`src/rtl/assert_macros.svh`:
```
// Assertion macros shared by the level meter RTL.
// Expects clk and rst_n in scope at the point of use.
`ifndef ASSERT_MACROS_SVH
`define ASSERT_MACROS_SVH

// General property, checked out of reset.
`define ALM_ASSERT(lbl, prop, msg) \
  lbl: assert property (@(posedge clk) disable iff (!rst_n) (prop)) else $error(msg);

// Same-cycle implication, checked out of reset.
`define ALM_ASSERT_IMPL(lbl, ante, cons, msg) \
  lbl: assert property (@(posedge clk) disable iff (!rst_n) (ante) |-> (cons)) else $error(msg);

`endif

```
`src/rtl/alm_pkg.sv`:
```
// Shared types and constants of the audio level meter.
// No dependencies; every RTL source but assert_macros.svh refers to it by scoped names.
package alm_pkg;

  localparam int SAMPLE_W          = 16;
  localparam int SUM_W             = 43;
  localparam int CNT_W             = 13;
  localparam int LVL_W             = 16;
  localparam int TS_W              = 64;
  localparam int PTS_W             = 63;
  localparam int CH_W              = 4;
  localparam int RATE_W            = 18;
  localparam int CFG_IDX_W         = 4;
  localparam int CFG_DATA_W        = 18;
  localparam int MAX_CHUNK_SAMPLES = 4096;
  localparam int FULL_SCALE        = 32768;
  localparam int PEAK_DECAY        = 58982;
  localparam int TICKS_PER_SEC     = 10000000;

  // Shared divide / square root unit
  localparam int SH_W   = 43;
  localparam int REM_W  = 19;
  localparam int ROOT_W = 16;
  localparam int STEP_W = 6;
  localparam int DUR_W  = 36;
  localparam int MEAN_W = 32;

  localparam logic [STEP_W-1:0] MEAN_STEPS  = STEP_W'(SH_W);
  localparam logic [STEP_W-1:0] SQRT_STEPS  = STEP_W'(ROOT_W);
  localparam logic [STEP_W-1:0] FRAME_STEPS = STEP_W'(CNT_W);
  localparam logic [STEP_W-1:0] DUR_STEPS   = STEP_W'(DUR_W);

  localparam logic [CH_W-1:0]   CH_RESET   = CH_W'(2);
  localparam logic [RATE_W-1:0] RATE_RESET = RATE_W'(48000);

  typedef enum logic [CFG_IDX_W-1:0] {
    REG_CHANNEL_COUNT = 4'd0,
    REG_SAMPLE_RATE   = 4'd1
  } reg_idx_t;

  typedef enum logic {
    OP_DIV  = 1'b0,
    OP_SQRT = 1'b1
  } op_t;

  typedef enum logic [3:0] {
    S_IDLE,
    S_MEAN_LD,
    S_MEAN,
    S_SQRT_LD,
    S_SQRT,
    S_FRM_LD,
    S_FRM,
    S_DUR_LD,
    S_DUR,
    S_WB
  } state_t;

  typedef struct packed {
    logic              start;
    op_t               op;
    logic [STEP_W-1:0] steps;
  } iter_req_t;

  typedef struct packed {
    logic busy;
    logic done;
  } iter_rsp_t;

  typedef struct packed {
    logic take;
    logic clear;
  } acc_ctl_t;

endpackage

```
`src/rtl/alm_ifs.sv`:
```
// Channel interfaces of the audio level meter: input, result and config write.
// Depends on alm_pkg for field widths.
interface alm_in_if;
  logic                                valid;
  logic                                ready;
  logic signed [alm_pkg::SAMPLE_W-1:0] sample;
  logic                                has_sample;
  logic                                last_of_chunk;
  logic                                forward_chunk;

  modport source (output valid, sample, has_sample, last_of_chunk, forward_chunk,
                  input ready);
  modport sink   (input valid, sample, has_sample, last_of_chunk, forward_chunk,
                  output ready);
endinterface

interface alm_out_if;
  logic                        valid;
  logic                        ready;
  logic [alm_pkg::LVL_W-1:0]   rms_level;
  logic [alm_pkg::LVL_W-1:0]   peak_level;
  logic [alm_pkg::PTS_W-1:0]   chunk_pts;
  logic                        pts_advanced;
  logic [alm_pkg::CNT_W-1:0]   chunk_samples;

  modport source (output valid, rms_level, peak_level, chunk_pts, pts_advanced,
                  chunk_samples, input ready);
  modport sink   (input valid, rms_level, peak_level, chunk_pts, pts_advanced,
                  chunk_samples, output ready);
endinterface

interface alm_cfg_if;
  logic                             valid;
  logic                             ready;
  logic [alm_pkg::CFG_IDX_W-1:0]    index;
  logic [alm_pkg::CFG_DATA_W-1:0]   data;

  modport source (output valid, index, data, input ready);
  modport sink   (input valid, index, data, output ready);
endinterface

```
`src/rtl/audio_level_meter_with_pts.sv`:
```
// Audio RMS/peak level meter with presentation timestamp.
// Input channel in_if carries one signed Q1.15 sample per transaction with
// has_sample, last_of_chunk and forward_chunk flags; a chunk ends on the
// transaction with last_of_chunk set (a bare end has has_sample low).
// Result channel out_if gives one transaction per chunk end: smoothed RMS,
// held peak, timestamp before the advance, advance flag and sample count.
// Config channel cfg_if writes channel_count (index 0) and sample_rate_hz
// (index 1); it is always ready, other indexes are dropped.
// in_if.ready is high while the sequencer is idle, so transactions without
// last_of_chunk are taken back to back. A chunk end runs on one shared
// divide/square-root unit, in passes for the mean square and the root
// (skipped for an empty chunk) and, when forwarded, for frames and the
// timestamp advance, each pass a load state and then its steps; a write-back
// ends the run. in_if.ready is low from the chunk end until the write-back.
// The result sits in an output register; a stalled receiver holds it, and
// samples of the next chunk are still taken, while a further chunk end waits
// in write-back until the register frees.
// Reset (synchronous, rst_n low) clears the smoothed and held levels, the timestamp
// and the running chunk, and loads channel_count 2 and sample_rate_hz 48000.
`include "assert_macros.svh"

module audio_level_meter_with_pts (
  input  logic         clk,
  input  logic         rst_n,
  alm_in_if.sink       in_if,
  alm_out_if.source    out_if,
  alm_cfg_if.sink      cfg_if
);

  alm_pkg::state_t                  state_r, state_nxt;
  alm_pkg::iter_req_t               req;
  alm_pkg::iter_rsp_t               rsp;
  alm_pkg::acc_ctl_t                acc_ctl;
  logic [alm_pkg::SH_W-1:0]         unit_dividend, unit_q;
  logic [alm_pkg::RATE_W-1:0]       unit_divisor;
  logic [alm_pkg::ROOT_W-1:0]       unit_root;

  logic [alm_pkg::SUM_W-1:0]        acc_sum;
  logic [alm_pkg::LVL_W-1:0]        acc_peak;
  logic [alm_pkg::CNT_W-1:0]        acc_cnt;

  logic [alm_pkg::CH_W-1:0]         ch_r;
  logic [alm_pkg::RATE_W-1:0]       rate_r;
  logic [alm_pkg::CH_W-1:0]         ch_eff;
  logic [alm_pkg::RATE_W-1:0]       rate_eff;

  logic                             fwd_r;
  logic [alm_pkg::LVL_W-1:0]        rms_r;
  logic [alm_pkg::CNT_W-1:0]        frames_r;
  logic [alm_pkg::DUR_W-1:0]        dur_r;
  logic [alm_pkg::DUR_W-1:0]        dur_prod;
  logic [alm_pkg::LVL_W-1:0]        smoothed_r;
  logic [alm_pkg::LVL_W-1:0]        held_r;
  logic [alm_pkg::TS_W-1:0]         ts_r;

  logic                             out_valid_r, out_valid_nxt;
  logic [alm_pkg::LVL_W-1:0]        out_rms_r, out_peak_r;
  logic [alm_pkg::PTS_W-1:0]        out_pts_r;
  logic                             out_adv_r;
  logic [alm_pkg::CNT_W-1:0]        out_cnt_r;

  logic                             in_acc, cfg_acc, wb_go;
  logic [alm_pkg::LVL_W+1:0]        sm_sum;
  logic [alm_pkg::LVL_W-1:0]        sm_new, pk_new, pk_max, decayed;
  logic [2*alm_pkg::LVL_W-1:0]      decay_prod;
  logic                             unit_wait, wb_done_ok, lvl_ok;

  assign in_acc  = in_if.valid && in_if.ready;
  assign cfg_acc = cfg_if.valid && cfg_if.ready;
  assign ch_eff   = (ch_r == '0) ? alm_pkg::CH_W'(1) : ch_r;
  assign rate_eff = (rate_r == '0) ? alm_pkg::RATE_W'(1) : rate_r;
  assign dur_prod = alm_pkg::DUR_W'(frames_r) * alm_pkg::DUR_W'(alm_pkg::TICKS_PER_SEC);

  alm_accum u_accum (
    .clk    (clk),
    .rst_n  (rst_n),
    .ctl    (acc_ctl),
    .sample (in_if.sample),
    .sum    (acc_sum),
    .peak   (acc_peak),
    .count  (acc_cnt)
  );

  alm_iter_unit u_iter (
    .clk      (clk),
    .rst_n    (rst_n),
    .req      (req),
    .dividend (unit_dividend),
    .divisor  (unit_divisor),
    .rsp      (rsp),
    .quotient (unit_q),
    .root     (unit_root)
  );

  // Configuration registers
  assign cfg_if.ready = 1'b1;

  always_ff @(posedge clk) begin
    if (!rst_n) begin
      ch_r   <= alm_pkg::CH_RESET;
      rate_r <= alm_pkg::RATE_RESET;
    end else if (cfg_acc) begin
      unique case (cfg_if.index)
        alm_pkg::REG_CHANNEL_COUNT: ch_r   <= cfg_if.data[alm_pkg::CH_W-1:0];
        alm_pkg::REG_SAMPLE_RATE:   rate_r <= cfg_if.data;
        default: ;
      endcase
    end
  end

  // Sequencer: next state
  always_comb begin
    state_nxt = state_r;
    unique case (state_r)
      alm_pkg::S_IDLE:    if (in_acc && in_if.last_of_chunk) state_nxt = alm_pkg::S_MEAN_LD;
      alm_pkg::S_MEAN_LD: state_nxt = (acc_cnt == '0) ? alm_pkg::S_FRM_LD : alm_pkg::S_MEAN;
      alm_pkg::S_MEAN:    if (rsp.done) state_nxt = alm_pkg::S_SQRT_LD;
      alm_pkg::S_SQRT_LD: state_nxt = alm_pkg::S_SQRT;
      alm_pkg::S_SQRT:    if (rsp.done) state_nxt = alm_pkg::S_FRM_LD;
      alm_pkg::S_FRM_LD:  state_nxt = fwd_r ? alm_pkg::S_FRM : alm_pkg::S_WB;
      alm_pkg::S_FRM:     if (rsp.done) state_nxt = alm_pkg::S_DUR_LD;
      alm_pkg::S_DUR_LD:  state_nxt = alm_pkg::S_DUR;
      alm_pkg::S_DUR:     if (rsp.done) state_nxt = alm_pkg::S_WB;
      alm_pkg::S_WB:      if (wb_go) state_nxt = alm_pkg::S_IDLE;
      default:            state_nxt = alm_pkg::S_IDLE;
    endcase
  end

  // Sequencer: outputs
  always_comb begin
    req           = '{start: 1'b0, op: alm_pkg::OP_DIV, steps: '0};
    unit_dividend = '0;
    unit_divisor  = '0;
    in_if.ready   = 1'b0;
    wb_go         = 1'b0;
    unique case (state_r)
      alm_pkg::S_IDLE: in_if.ready = 1'b1;
      alm_pkg::S_MEAN_LD: begin
        req.start     = (acc_cnt != '0);
        req.steps     = alm_pkg::MEAN_STEPS;
        unit_dividend = acc_sum;
        unit_divisor  = alm_pkg::RATE_W'(acc_cnt);
      end
      alm_pkg::S_SQRT_LD: begin
        // Mean square is at most 2^30; root it from the top of the word
        req.start     = 1'b1;
        req.op        = alm_pkg::OP_SQRT;
        req.steps     = alm_pkg::SQRT_STEPS;
        unit_dividend = {unit_q[alm_pkg::MEAN_W-1:0], (alm_pkg::SH_W-alm_pkg::MEAN_W)'(0)};
      end
      alm_pkg::S_FRM_LD: begin
        req.start     = fwd_r;
        req.steps     = alm_pkg::FRAME_STEPS;
        unit_dividend = {acc_cnt, (alm_pkg::SH_W-alm_pkg::CNT_W)'(0)};
        unit_divisor  = alm_pkg::RATE_W'(ch_eff);
      end
      alm_pkg::S_DUR_LD: begin
        req.start     = 1'b1;
        req.steps     = alm_pkg::DUR_STEPS;
        unit_dividend = {dur_prod, (alm_pkg::SH_W-alm_pkg::DUR_W)'(0)};
        unit_divisor  = rate_eff;
      end
      alm_pkg::S_WB: wb_go = !out_valid_r || out_if.ready;
      default: ;
    endcase
  end

  assign acc_ctl.take  = in_acc && in_if.has_sample;
  assign acc_ctl.clear = wb_go;

  always_ff @(posedge clk) begin
    if (!rst_n) begin
      state_r <= alm_pkg::S_IDLE;
    end else begin
      state_r <= state_nxt;
    end
  end

  // Chunk-end intermediates
  always_ff @(posedge clk) begin
    if (in_acc && in_if.last_of_chunk) begin
      fwd_r <= in_if.forward_chunk;
    end
    if (state_r == alm_pkg::S_MEAN_LD && acc_cnt == '0) begin
      rms_r <= '0;
    end else if (state_r == alm_pkg::S_SQRT && rsp.done) begin
      rms_r <= unit_root;
    end
    if (state_r == alm_pkg::S_FRM && rsp.done) begin
      frames_r <= unit_q[alm_pkg::CNT_W-1:0];
    end
    if (state_r == alm_pkg::S_DUR && rsp.done) begin
      dur_r <= unit_q[alm_pkg::DUR_W-1:0];
    end
  end

  // Smoothing and peak hold
  always_comb begin
    sm_sum = {2'b00, smoothed_r} + {1'b0, smoothed_r, 1'b0} + {2'b00, rms_r};
    sm_new = sm_sum[alm_pkg::LVL_W+1:2];
    if (sm_new > alm_pkg::LVL_W'(alm_pkg::FULL_SCALE)) begin
      sm_new = alm_pkg::LVL_W'(alm_pkg::FULL_SCALE);
    end
    decay_prod = held_r * alm_pkg::LVL_W'(alm_pkg::PEAK_DECAY);
    decayed    = decay_prod[2*alm_pkg::LVL_W-1:alm_pkg::LVL_W];
    pk_max     = (acc_peak > decayed) ? acc_peak : decayed;
    pk_new     = (pk_max > alm_pkg::LVL_W'(alm_pkg::FULL_SCALE))
                 ? alm_pkg::LVL_W'(alm_pkg::FULL_SCALE) : pk_max;
  end

  always_ff @(posedge clk) begin
    if (!rst_n) begin
      smoothed_r <= '0;
      held_r     <= '0;
      ts_r       <= '0;
    end else if (wb_go) begin
      smoothed_r <= sm_new;
      held_r     <= pk_new;
      if (fwd_r) begin
        ts_r <= ts_r + alm_pkg::TS_W'(dur_r);
      end
    end
  end

  // Output register
  always_comb begin
    out_valid_nxt = out_valid_r;
    if (wb_go) begin
      out_valid_nxt = 1'b1;
    end else if (out_if.ready) begin
      out_valid_nxt = 1'b0;
    end
  end

  always_ff @(posedge clk) begin
    if (!rst_n) begin
      out_valid_r <= 1'b0;
    end else begin
      out_valid_r <= out_valid_nxt;
    end
  end

  always_ff @(posedge clk) begin
    if (wb_go) begin
      out_rms_r  <= sm_new;
      out_peak_r <= pk_new;
      out_pts_r  <= ts_r[alm_pkg::PTS_W-1:0];
      out_adv_r  <= fwd_r;
      out_cnt_r  <= acc_cnt;
    end
  end

  assign out_if.valid         = out_valid_r;
  assign out_if.rms_level     = out_rms_r;
  assign out_if.peak_level    = out_peak_r;
  assign out_if.chunk_pts     = out_pts_r;
  assign out_if.pts_advanced  = out_adv_r;
  assign out_if.chunk_samples = out_cnt_r;

  assign unit_wait  = (state_r == alm_pkg::S_MEAN) || (state_r == alm_pkg::S_SQRT) ||
                      (state_r == alm_pkg::S_FRM) || (state_r == alm_pkg::S_DUR);
  assign wb_done_ok = (acc_cnt == '0) && out_valid_r && (state_r == alm_pkg::S_IDLE);
  assign lvl_ok     = (out_rms_r <= alm_pkg::LVL_W'(alm_pkg::FULL_SCALE)) &&
                      (out_peak_r <= alm_pkg::LVL_W'(alm_pkg::FULL_SCALE));

  `ALM_ASSERT_IMPL(a_done_in_wait, rsp.done, unit_wait, "unit finished outside a wait state")
  `ALM_ASSERT(a_wb_clears, wb_go |=> wb_done_ok, "write-back did not clear chunk")
  `ALM_ASSERT_IMPL(a_lvl_range, out_valid_r, lvl_ok, "level above full scale")

endmodule

```
`src/rtl/alm_iter_unit.sv`:
```
// Shared iterative unit: restoring division (one quotient bit per cycle)
// or digit-by-digit square root (one root bit per cycle). Uses alm_pkg.
`include "assert_macros.svh"

module alm_iter_unit (
  input  logic                           clk,
  input  logic                           rst_n,
  input  alm_pkg::iter_req_t             req,
  input  logic [alm_pkg::SH_W-1:0]       dividend,
  input  logic [alm_pkg::RATE_W-1:0]     divisor,
  output alm_pkg::iter_rsp_t             rsp,
  output logic [alm_pkg::SH_W-1:0]       quotient,
  output logic [alm_pkg::ROOT_W-1:0]     root
);

  logic                          busy_r, busy_nxt;
  logic                          done_r, done_nxt;
  alm_pkg::op_t                  op_r;
  logic [alm_pkg::STEP_W-1:0]    cnt_r;
  logic [alm_pkg::REM_W-1:0]     rem_r, rem_nxt;
  logic [alm_pkg::SH_W-1:0]      sh_r, sh_nxt;
  logic [alm_pkg::ROOT_W-1:0]    root_r, root_nxt;
  logic [alm_pkg::RATE_W-1:0]    div_r;
  logic [alm_pkg::REM_W-1:0]     op_a, op_b;
  logic [alm_pkg::REM_W:0]       diff;
  logic                          ge;

  // One compare/subtract serves both operations
  always_comb begin
    if (op_r == alm_pkg::OP_DIV) begin
      op_a = {rem_r[alm_pkg::REM_W-2:0], sh_r[alm_pkg::SH_W-1]};
      op_b = {1'b0, div_r};
    end else begin
      op_a = {rem_r[alm_pkg::REM_W-3:0], sh_r[alm_pkg::SH_W-1 -: 2]};
      op_b = {1'b0, root_r, 2'b01};
    end
    diff = {1'b0, op_a} - {1'b0, op_b};
    ge   = ~diff[alm_pkg::REM_W];
  end

  always_comb begin
    rem_nxt  = ge ? diff[alm_pkg::REM_W-1:0] : op_a;
    root_nxt = {root_r[alm_pkg::ROOT_W-2:0], ge};
    if (op_r == alm_pkg::OP_DIV) begin
      sh_nxt = {sh_r[alm_pkg::SH_W-2:0], ge};
    end else begin
      sh_nxt = {sh_r[alm_pkg::SH_W-3:0], 2'b00};
    end
    busy_nxt = busy_r;
    done_nxt = 1'b0;
    if (req.start) begin
      busy_nxt = 1'b1;
    end else if (busy_r && cnt_r == alm_pkg::STEP_W'(1)) begin
      busy_nxt = 1'b0;
      done_nxt = 1'b1;
    end
  end

  always_ff @(posedge clk) begin
    if (!rst_n) begin
      busy_r <= 1'b0;
      done_r <= 1'b0;
    end else begin
      busy_r <= busy_nxt;
      done_r <= done_nxt;
    end
  end

  always_ff @(posedge clk) begin
    if (req.start) begin
      op_r   <= req.op;
      cnt_r  <= req.steps;
      rem_r  <= '0;
      sh_r   <= dividend;
      root_r <= '0;
      div_r  <= divisor;
    end else if (busy_r) begin
      cnt_r  <= cnt_r - alm_pkg::STEP_W'(1);
      rem_r  <= rem_nxt;
      sh_r   <= sh_nxt;
      if (op_r == alm_pkg::OP_SQRT) begin
        root_r <= root_nxt;
      end
    end
  end

  assign rsp.busy = busy_r;
  assign rsp.done = done_r;
  assign quotient = sh_r;
  assign root     = root_r;

  `ALM_ASSERT_IMPL(a_no_restart, req.start, !busy_r, "iter unit restarted while busy")

endmodule

```
`src/rtl/alm_accum.sv`:
```
// Per-chunk accumulator: absolute peak, sum of squares and saturating count.
// Uses alm_pkg; one sample per cycle.
`include "assert_macros.svh"

module alm_accum (
  input  logic                              clk,
  input  logic                              rst_n,
  input  alm_pkg::acc_ctl_t                 ctl,
  input  logic signed [alm_pkg::SAMPLE_W-1:0] sample,
  output logic [alm_pkg::SUM_W-1:0]         sum,
  output logic [alm_pkg::LVL_W-1:0]         peak,
  output logic [alm_pkg::CNT_W-1:0]         count
);

  logic [alm_pkg::SUM_W-1:0]       sum_r, sum_nxt;
  logic [alm_pkg::LVL_W-1:0]       peak_r, peak_nxt;
  logic [alm_pkg::CNT_W-1:0]       cnt_r, cnt_nxt;
  logic [alm_pkg::LVL_W-1:0]       mag;
  logic [2*alm_pkg::LVL_W-1:0]     sq;
  logic                            room;

  always_comb begin
    // Two's complement magnitude; full negative scale maps to 32768
    mag  = sample[alm_pkg::SAMPLE_W-1] ? (~sample + 1'b1) : sample;
    sq   = mag * mag;
    room = cnt_r < alm_pkg::CNT_W'(alm_pkg::MAX_CHUNK_SAMPLES);
    sum_nxt  = sum_r;
    peak_nxt = peak_r;
    cnt_nxt  = cnt_r;
    if (ctl.clear) begin
      sum_nxt  = '0;
      peak_nxt = '0;
      cnt_nxt  = '0;
    end else if (ctl.take) begin
      if (mag > peak_r) begin
        peak_nxt = mag;
      end
      if (room) begin
        sum_nxt = sum_r + alm_pkg::SUM_W'(sq);
        cnt_nxt = cnt_r + alm_pkg::CNT_W'(1);
      end
    end
  end

  always_ff @(posedge clk) begin
    if (!rst_n) begin
      sum_r  <= '0;
      peak_r <= '0;
      cnt_r  <= '0;
    end else begin
      sum_r  <= sum_nxt;
      peak_r <= peak_nxt;
      cnt_r  <= cnt_nxt;
    end
  end

  assign sum   = sum_r;
  assign peak  = peak_r;
  assign count = cnt_r;

  `ALM_ASSERT(a_cnt_sat, cnt_r <= alm_pkg::CNT_W'(alm_pkg::MAX_CHUNK_SAMPLES), "count past max")

endmodule

```
`src/flat_wrapper.sv`:
```
// flat-port wrapper written by rule: the top's interface ports become plain ports
module audio_level_meter_with_pts_flat 
  (clk, rst_n, in_if_valid, in_if_sample, in_if_has_sample, in_if_last_of_chunk, in_if_forward_chunk, in_if_ready, out_if_valid, out_if_rms_level, out_if_peak_level, out_if_chunk_pts, out_if_pts_advanced, out_if_chunk_samples, out_if_ready, cfg_if_valid, cfg_if_index, cfg_if_data, cfg_if_ready);
  alm_in_if in_if_i ();
  alm_out_if out_if_i ();
  alm_cfg_if cfg_if_i ();
  input  logic clk;
  input  logic rst_n;
  input wire logic [$bits(in_if_i.valid)-1:0] in_if_valid;
  input wire logic [$bits(in_if_i.sample)-1:0] in_if_sample;
  input wire logic [$bits(in_if_i.has_sample)-1:0] in_if_has_sample;
  input wire logic [$bits(in_if_i.last_of_chunk)-1:0] in_if_last_of_chunk;
  input wire logic [$bits(in_if_i.forward_chunk)-1:0] in_if_forward_chunk;
  output wire logic [$bits(in_if_i.ready)-1:0] in_if_ready;
  output wire logic [$bits(out_if_i.valid)-1:0] out_if_valid;
  output wire logic [$bits(out_if_i.rms_level)-1:0] out_if_rms_level;
  output wire logic [$bits(out_if_i.peak_level)-1:0] out_if_peak_level;
  output wire logic [$bits(out_if_i.chunk_pts)-1:0] out_if_chunk_pts;
  output wire logic [$bits(out_if_i.pts_advanced)-1:0] out_if_pts_advanced;
  output wire logic [$bits(out_if_i.chunk_samples)-1:0] out_if_chunk_samples;
  input wire logic [$bits(out_if_i.ready)-1:0] out_if_ready;
  input wire logic [$bits(cfg_if_i.valid)-1:0] cfg_if_valid;
  input wire logic [$bits(cfg_if_i.index)-1:0] cfg_if_index;
  input wire logic [$bits(cfg_if_i.data)-1:0] cfg_if_data;
  output wire logic [$bits(cfg_if_i.ready)-1:0] cfg_if_ready;
  assign in_if_i.valid = in_if_valid;
  assign in_if_i.sample = in_if_sample;
  assign in_if_i.has_sample = in_if_has_sample;
  assign in_if_i.last_of_chunk = in_if_last_of_chunk;
  assign in_if_i.forward_chunk = in_if_forward_chunk;
  assign in_if_ready = in_if_i.ready;
  assign out_if_valid = out_if_i.valid;
  assign out_if_rms_level = out_if_i.rms_level;
  assign out_if_peak_level = out_if_i.peak_level;
  assign out_if_chunk_pts = out_if_i.chunk_pts;
  assign out_if_pts_advanced = out_if_i.pts_advanced;
  assign out_if_chunk_samples = out_if_i.chunk_samples;
  assign out_if_i.ready = out_if_ready;
  assign cfg_if_i.valid = cfg_if_valid;
  assign cfg_if_i.index = cfg_if_index;
  assign cfg_if_i.data = cfg_if_data;
  assign cfg_if_ready = cfg_if_i.ready;
  audio_level_meter_with_pts u_core (.clk(clk), .rst_n(rst_n), .in_if(in_if_i), .out_if(out_if_i), .cfg_if(cfg_if_i));
endmodule
```
`config.mk`:
```
export PLATFORM = sky130hd
export DESIGN_NAME = audio_level_meter_with_pts_flat
export DESIGN_NICKNAME = d
export VERILOG_FILES = /design/src/rtl/alm_pkg.sv /design/src/rtl/alm_ifs.sv /design/src/rtl/audio_level_meter_with_pts.sv /design/src/rtl/alm_iter_unit.sv /design/src/rtl/alm_accum.sv /design/src/flat_wrapper.sv
export VERILOG_INCLUDE_DIRS = /design/src /design/src/rtl
export SDC_FILE = /design/constraint.sdc
export NUM_CORES = 2
export LEC_CHECK = 0
export BUFFER_PORTS_ARGS = -buffer_cell sky130_fd_sc_hd__buf_4
export CAP_MARGIN = 30
export CELL_PAD_IN_SITES_DETAIL_PLACEMENT = 0
export CELL_PAD_IN_SITES_GLOBAL_PLACEMENT = 1
export CORE_ASPECT_RATIO = 0.7
export CORE_MARGIN = 4
export CORE_UTILIZATION = 40
export CTS_CLUSTER_DIAMETER = 40
export DETAILED_ROUTE_END_ITERATION = 8
export GPL_ROUTABILITY_DRIVEN = 0
export HOLD_SLACK_MARGIN = 0.15
export PLACE_DENSITY = 0.8
export SYNTH_ARGS = -nofsm -noshare
export SYNTH_HDL_FRONTEND = slang
export SYNTH_SLANG_ARGS = --single-unit
export TNS_END_PERCENT = 100
```
`constraint.sdc`:
```
create_clock -name clk -period 19.4 [get_ports clk]
set_input_delay 3.88 -clock clk [delete_from_list [all_inputs] [get_ports clk]]
set_output_delay 3.88 -clock clk [all_outputs]
set_load 0.01 [all_outputs]
```
==> metrics.yaml <==
status:
  outcome: "finished clean"
floorplan:
  start_util_pct: 40.3
  ioPinCount: 158
  die_w_um: 379
  coreArea_um2: 95800
  dieArea_um2: 102000
  die_h_um: 268
  rows: 95
clock_network:
  clock_latency_ns: 0.63
  cts_resized: 0
  cts_tree: "done"
  ctsHtreeMaxLevel: 3
  clk_pin_slew_ns: 0.05
  root_buffer: "clkbuf_16"
  cts_buffers: 79
  holdBufCountCts: 0
  cts_sinks: 473
  clockBufferDepth: 3
  cts_setup_buffers: 0
worst_hold_path:
  hp-start: "u_core.ts_r[62]"
  hp-class: "register to register"
critical_path:
  crit_type: "primary input to register"
  slowest_stage: "xor2_1"
  crit_top_cell: "fa_1"
  cp.required_ns: 19.91
  cp-start-kind: "primary input"
  crit_path_max_incr_delay_ns: 0.77
  worstSetupStartpoint: "in_if_sample[0]"
  crit_arrival_ns: 12.98
  worst_setup_path_end_kind: "register"
  path_max_fanout: 13
  reg2reg_from: "u_core.held_r[3]"
sta:
  setup_viol: 0
  skew_ns: 0.0310
  rsz0062_at_grt: "no"
  drv_slew: 0
  whs_ns: 0.432
  hold_viol_final: 0
  timing.slew.headroom_pct: 36.1
  period_minus_slack_ns: 12.47
  min_period_over_period_pct: 64.3
  worst_pin_slew_ns: 0.955
  max_freq_ghz: 0.0802
  setup_tns_ns: 0
placed_design:
  dp_hpwl_um: 78500
  portBuffers: 156
routing:
  via_per_inst: 5.28
  dr.first_iter.drc_count: 2438
  wl_per_cell_um: 18.5
  wl_um: 101000
  drc_errors: 0
  dr.pass1.iters: 7
  ant_nets: 0
  vias: 28700
yosys:
  ys_seq_area_share_pct: 30.4
  synth-main-ff-cell: "dfxtp_1"
  yosys_warnings: 0
  synth_top_area_share_pct: 17.7
  synth_top_area_cell: "fa_1"
  syn_area_um2: 38600
  synth_cell_types: 101
  async_flop_share_pct: 0
  syn_avg_cell_area_um2: 9.73
  synthTopCellsByArea: "fa_1, edfxtp_1, ha_1"
  synth_edf_count: 227
  ys_ff_latch: 473
  syn-instance-count: 3967
power_and_ir_drop:
  clock_power_share_pct: 23.2
  powerDensity_nw_per_um2: 145
  p_switching_w: 0.00278
  pwr-share-comb_pct: 58.6
  internal_power_w: 0.00360
  ir_worst_vdd_mv: 0.279
  power_frac_seq_pct: 18.2
  p_total_w: 0.00638
  p_leak_nw: 20.2
  switching_share_pct: 43.6
cells_and_area:
  areaGrowthSynthToFinish_pct: 14.1
  drive_gt1_share_pct: 10.1
  n_antenna_cell: 0
  fin_nets: 4941
  fillers: 9017
grt:
  busiest_layer: "met1"
  overflow: 0
  grtUsageMet1_pct: 30.1
  first_global_vias: 28000
  grt_use_met2_pct: 28.7
  grt_max_degree: 72
  grt_use_total_pct: 19.8
  antenna_found_initial: 1
  grt_pass1_wl_um: 159000
  use_met3_pct: 4.63
flow_run:
  max-cap-violations: 0
power by group through the flow:
stage               combinational, W  sequential, W  clock, W
floorplan                    0.00292        0.00115         0
detailed placement           0.00370        0.00118         0
global route                 0.00423        0.00117   0.00156
finish                       0.00374        0.00116   0.00148
CTS                          0.00373        0.00116   0.00151
global placement             0.00368        0.00118         0
worst max-delay path, delay by kind of cell:
family / cells / cell delay [ns]
and+or+nand+nor: 6 / 1.29
xor gates and xnor gates: 2 / 0.90
adders and majority gates: 8 / 3.48
AOI/OAI and AO/OA: 8 / 2.48
buffers and inverters: 6 / 0.90
cells in the mapped netlist (32+ instances only):
cell / number
a211oi_1: 54
a21o_1: 60
a21oi_1: 253
a222oi_1: 32
clkbuf_1: 113
dfxtp_1: 246
edfxtp_1: 227
fa_1: 342
ha_1: 434
inv_1: 581
mux2i_1: 58
nand2_1: 403
nand2b_1: 34
nand3_1: 71
nor2_1: 243
nor2b_1: 40
nor3_1: 41
o21ai_0: 140
xnor2_1: 100
xor2_1: 65
cell usage in the layout (no fill, tap or decap), types with 9 or more instances in the layout:
| cell type | instances |
|---|---|
| a22o_1 | 18 |
| or3_1 | 13 |
| xor2_1 | 64 |
| a211oi_1 | 54 |
| a222oi_1 | 32 |
| nand2_1 | 403 |
| inv_1 | 579 |
| nand3_1 | 71 |
| xnor2_1 | 100 |
| and2_1 | 30 |
| a21oi_1 | 252 |
| buf_4 | 188 |
| nor2b_1 | 40 |
| mux2i_1 | 58 |
| fa_1 | 342 |
| clkinv_4 | 9 |
| o22ai_2 | 11 |
| mux2_2 | 21 |
| o211ai_1 | 13 |
| o21ai_0 | 140 |
| and3_1 | 20 |
| nand4_1 | 21 |
| ha_1 | 434 |
| edfxtp_1 | 227 |
| o21bai_1 | 19 |
| a21o_1 | 60 |
| conb_1 | 13 |
| dfxtp_1 | 246 |
| a31oi_1 | 27 |
| o21a_1 | 25 |
| nor2_1 | 239 |
| bufinv_16 | 10 |
| nor4_1 | 15 |
| nand2b_1 | 33 |
| clkbuf_16 | 84 |
| nor3_1 | 38 |
| or4_1 | 11 |
area by class of cell:
cell class                      instances  area, um2  area share (%)
Timing Repair Buffer                  191       1460            3.32
Clock inverter                         53        667            1.51
Tap cell                             1261       1580            3.58
Multi-Input combinational cell       2786      24200            55.0
Clock buffer                           95       2170            4.94
Sequential cell                       473      11700            26.7
Inverter                              588       2210            5.01
path summary, 6_finish.rpt:
kind              cells after the start                           to  slack, ns
hold reg to reg                       0  u_core.out_if.chunk_pts[62]       0.43
hold / removal                        0  u_core.out_if.chunk_pts[62]       0.43
setup reg to reg                     31             u_core.held_r[0]      10.11
setup / recovery                     30       u_core.u_accum.sum[40]       6.93
flip-flops by register name, indices dropped and copies added (netlist names), 18 cells and up:
| register | cells |
|---|---|
| u_core.dur_r | 36 |
| u_core.u_accum.sum | 43 |
| u_core.u_iter.rem_r | 18 |
| u_core.u_iter.quotient | 43 |
| u_core.out_if.chunk_pts | 63 |
| u_core.u_iter.div_r | 18 |
| u_core.ts_r | 63 |
| u_core.rate_r | 18 |
cell families after synthesis:
group | count (synthesis) | synth area share (%)
other | 2 | 0.0195
buffers and inverters | 719 | 7.11
flip-flops | 473 | 30.4
adder cells (fa/ha/maj) | 776 | 31.8
AO/OA/AOI/OAI | 757 | 12.8
multiplexers | 80 | 2.16
XOR/XNOR | 165 | 3.75
AND/OR/NAND/NOR | 995 | 11.9
per-layer routing:
layer	wire length, um	share of wire, %
met1	48700	48
met2	42300	42
met3	8090	8.0
met4	1560	1.5
met5	20	0.020
through the flow:
stage | cells | setup WS (ns) | instance area (um2) | util [%]
4_1_cts | 5447 | 7.04 | 44000 | 46.0
5_1_grt | 5447 | 6.46 | 44000 | 46.0
3_5_place_dp | 5299 | 6.39 | 41200 | 43.0
6_report | 5447 | 6.93 | 44000 | 46.0
3_3_place_gp | 5295 | 6.51 | 41100 | 42.9
2_1_floorplan | 3978 | 7.82 | 38600 | -
(Power assumes the default switching activity.)
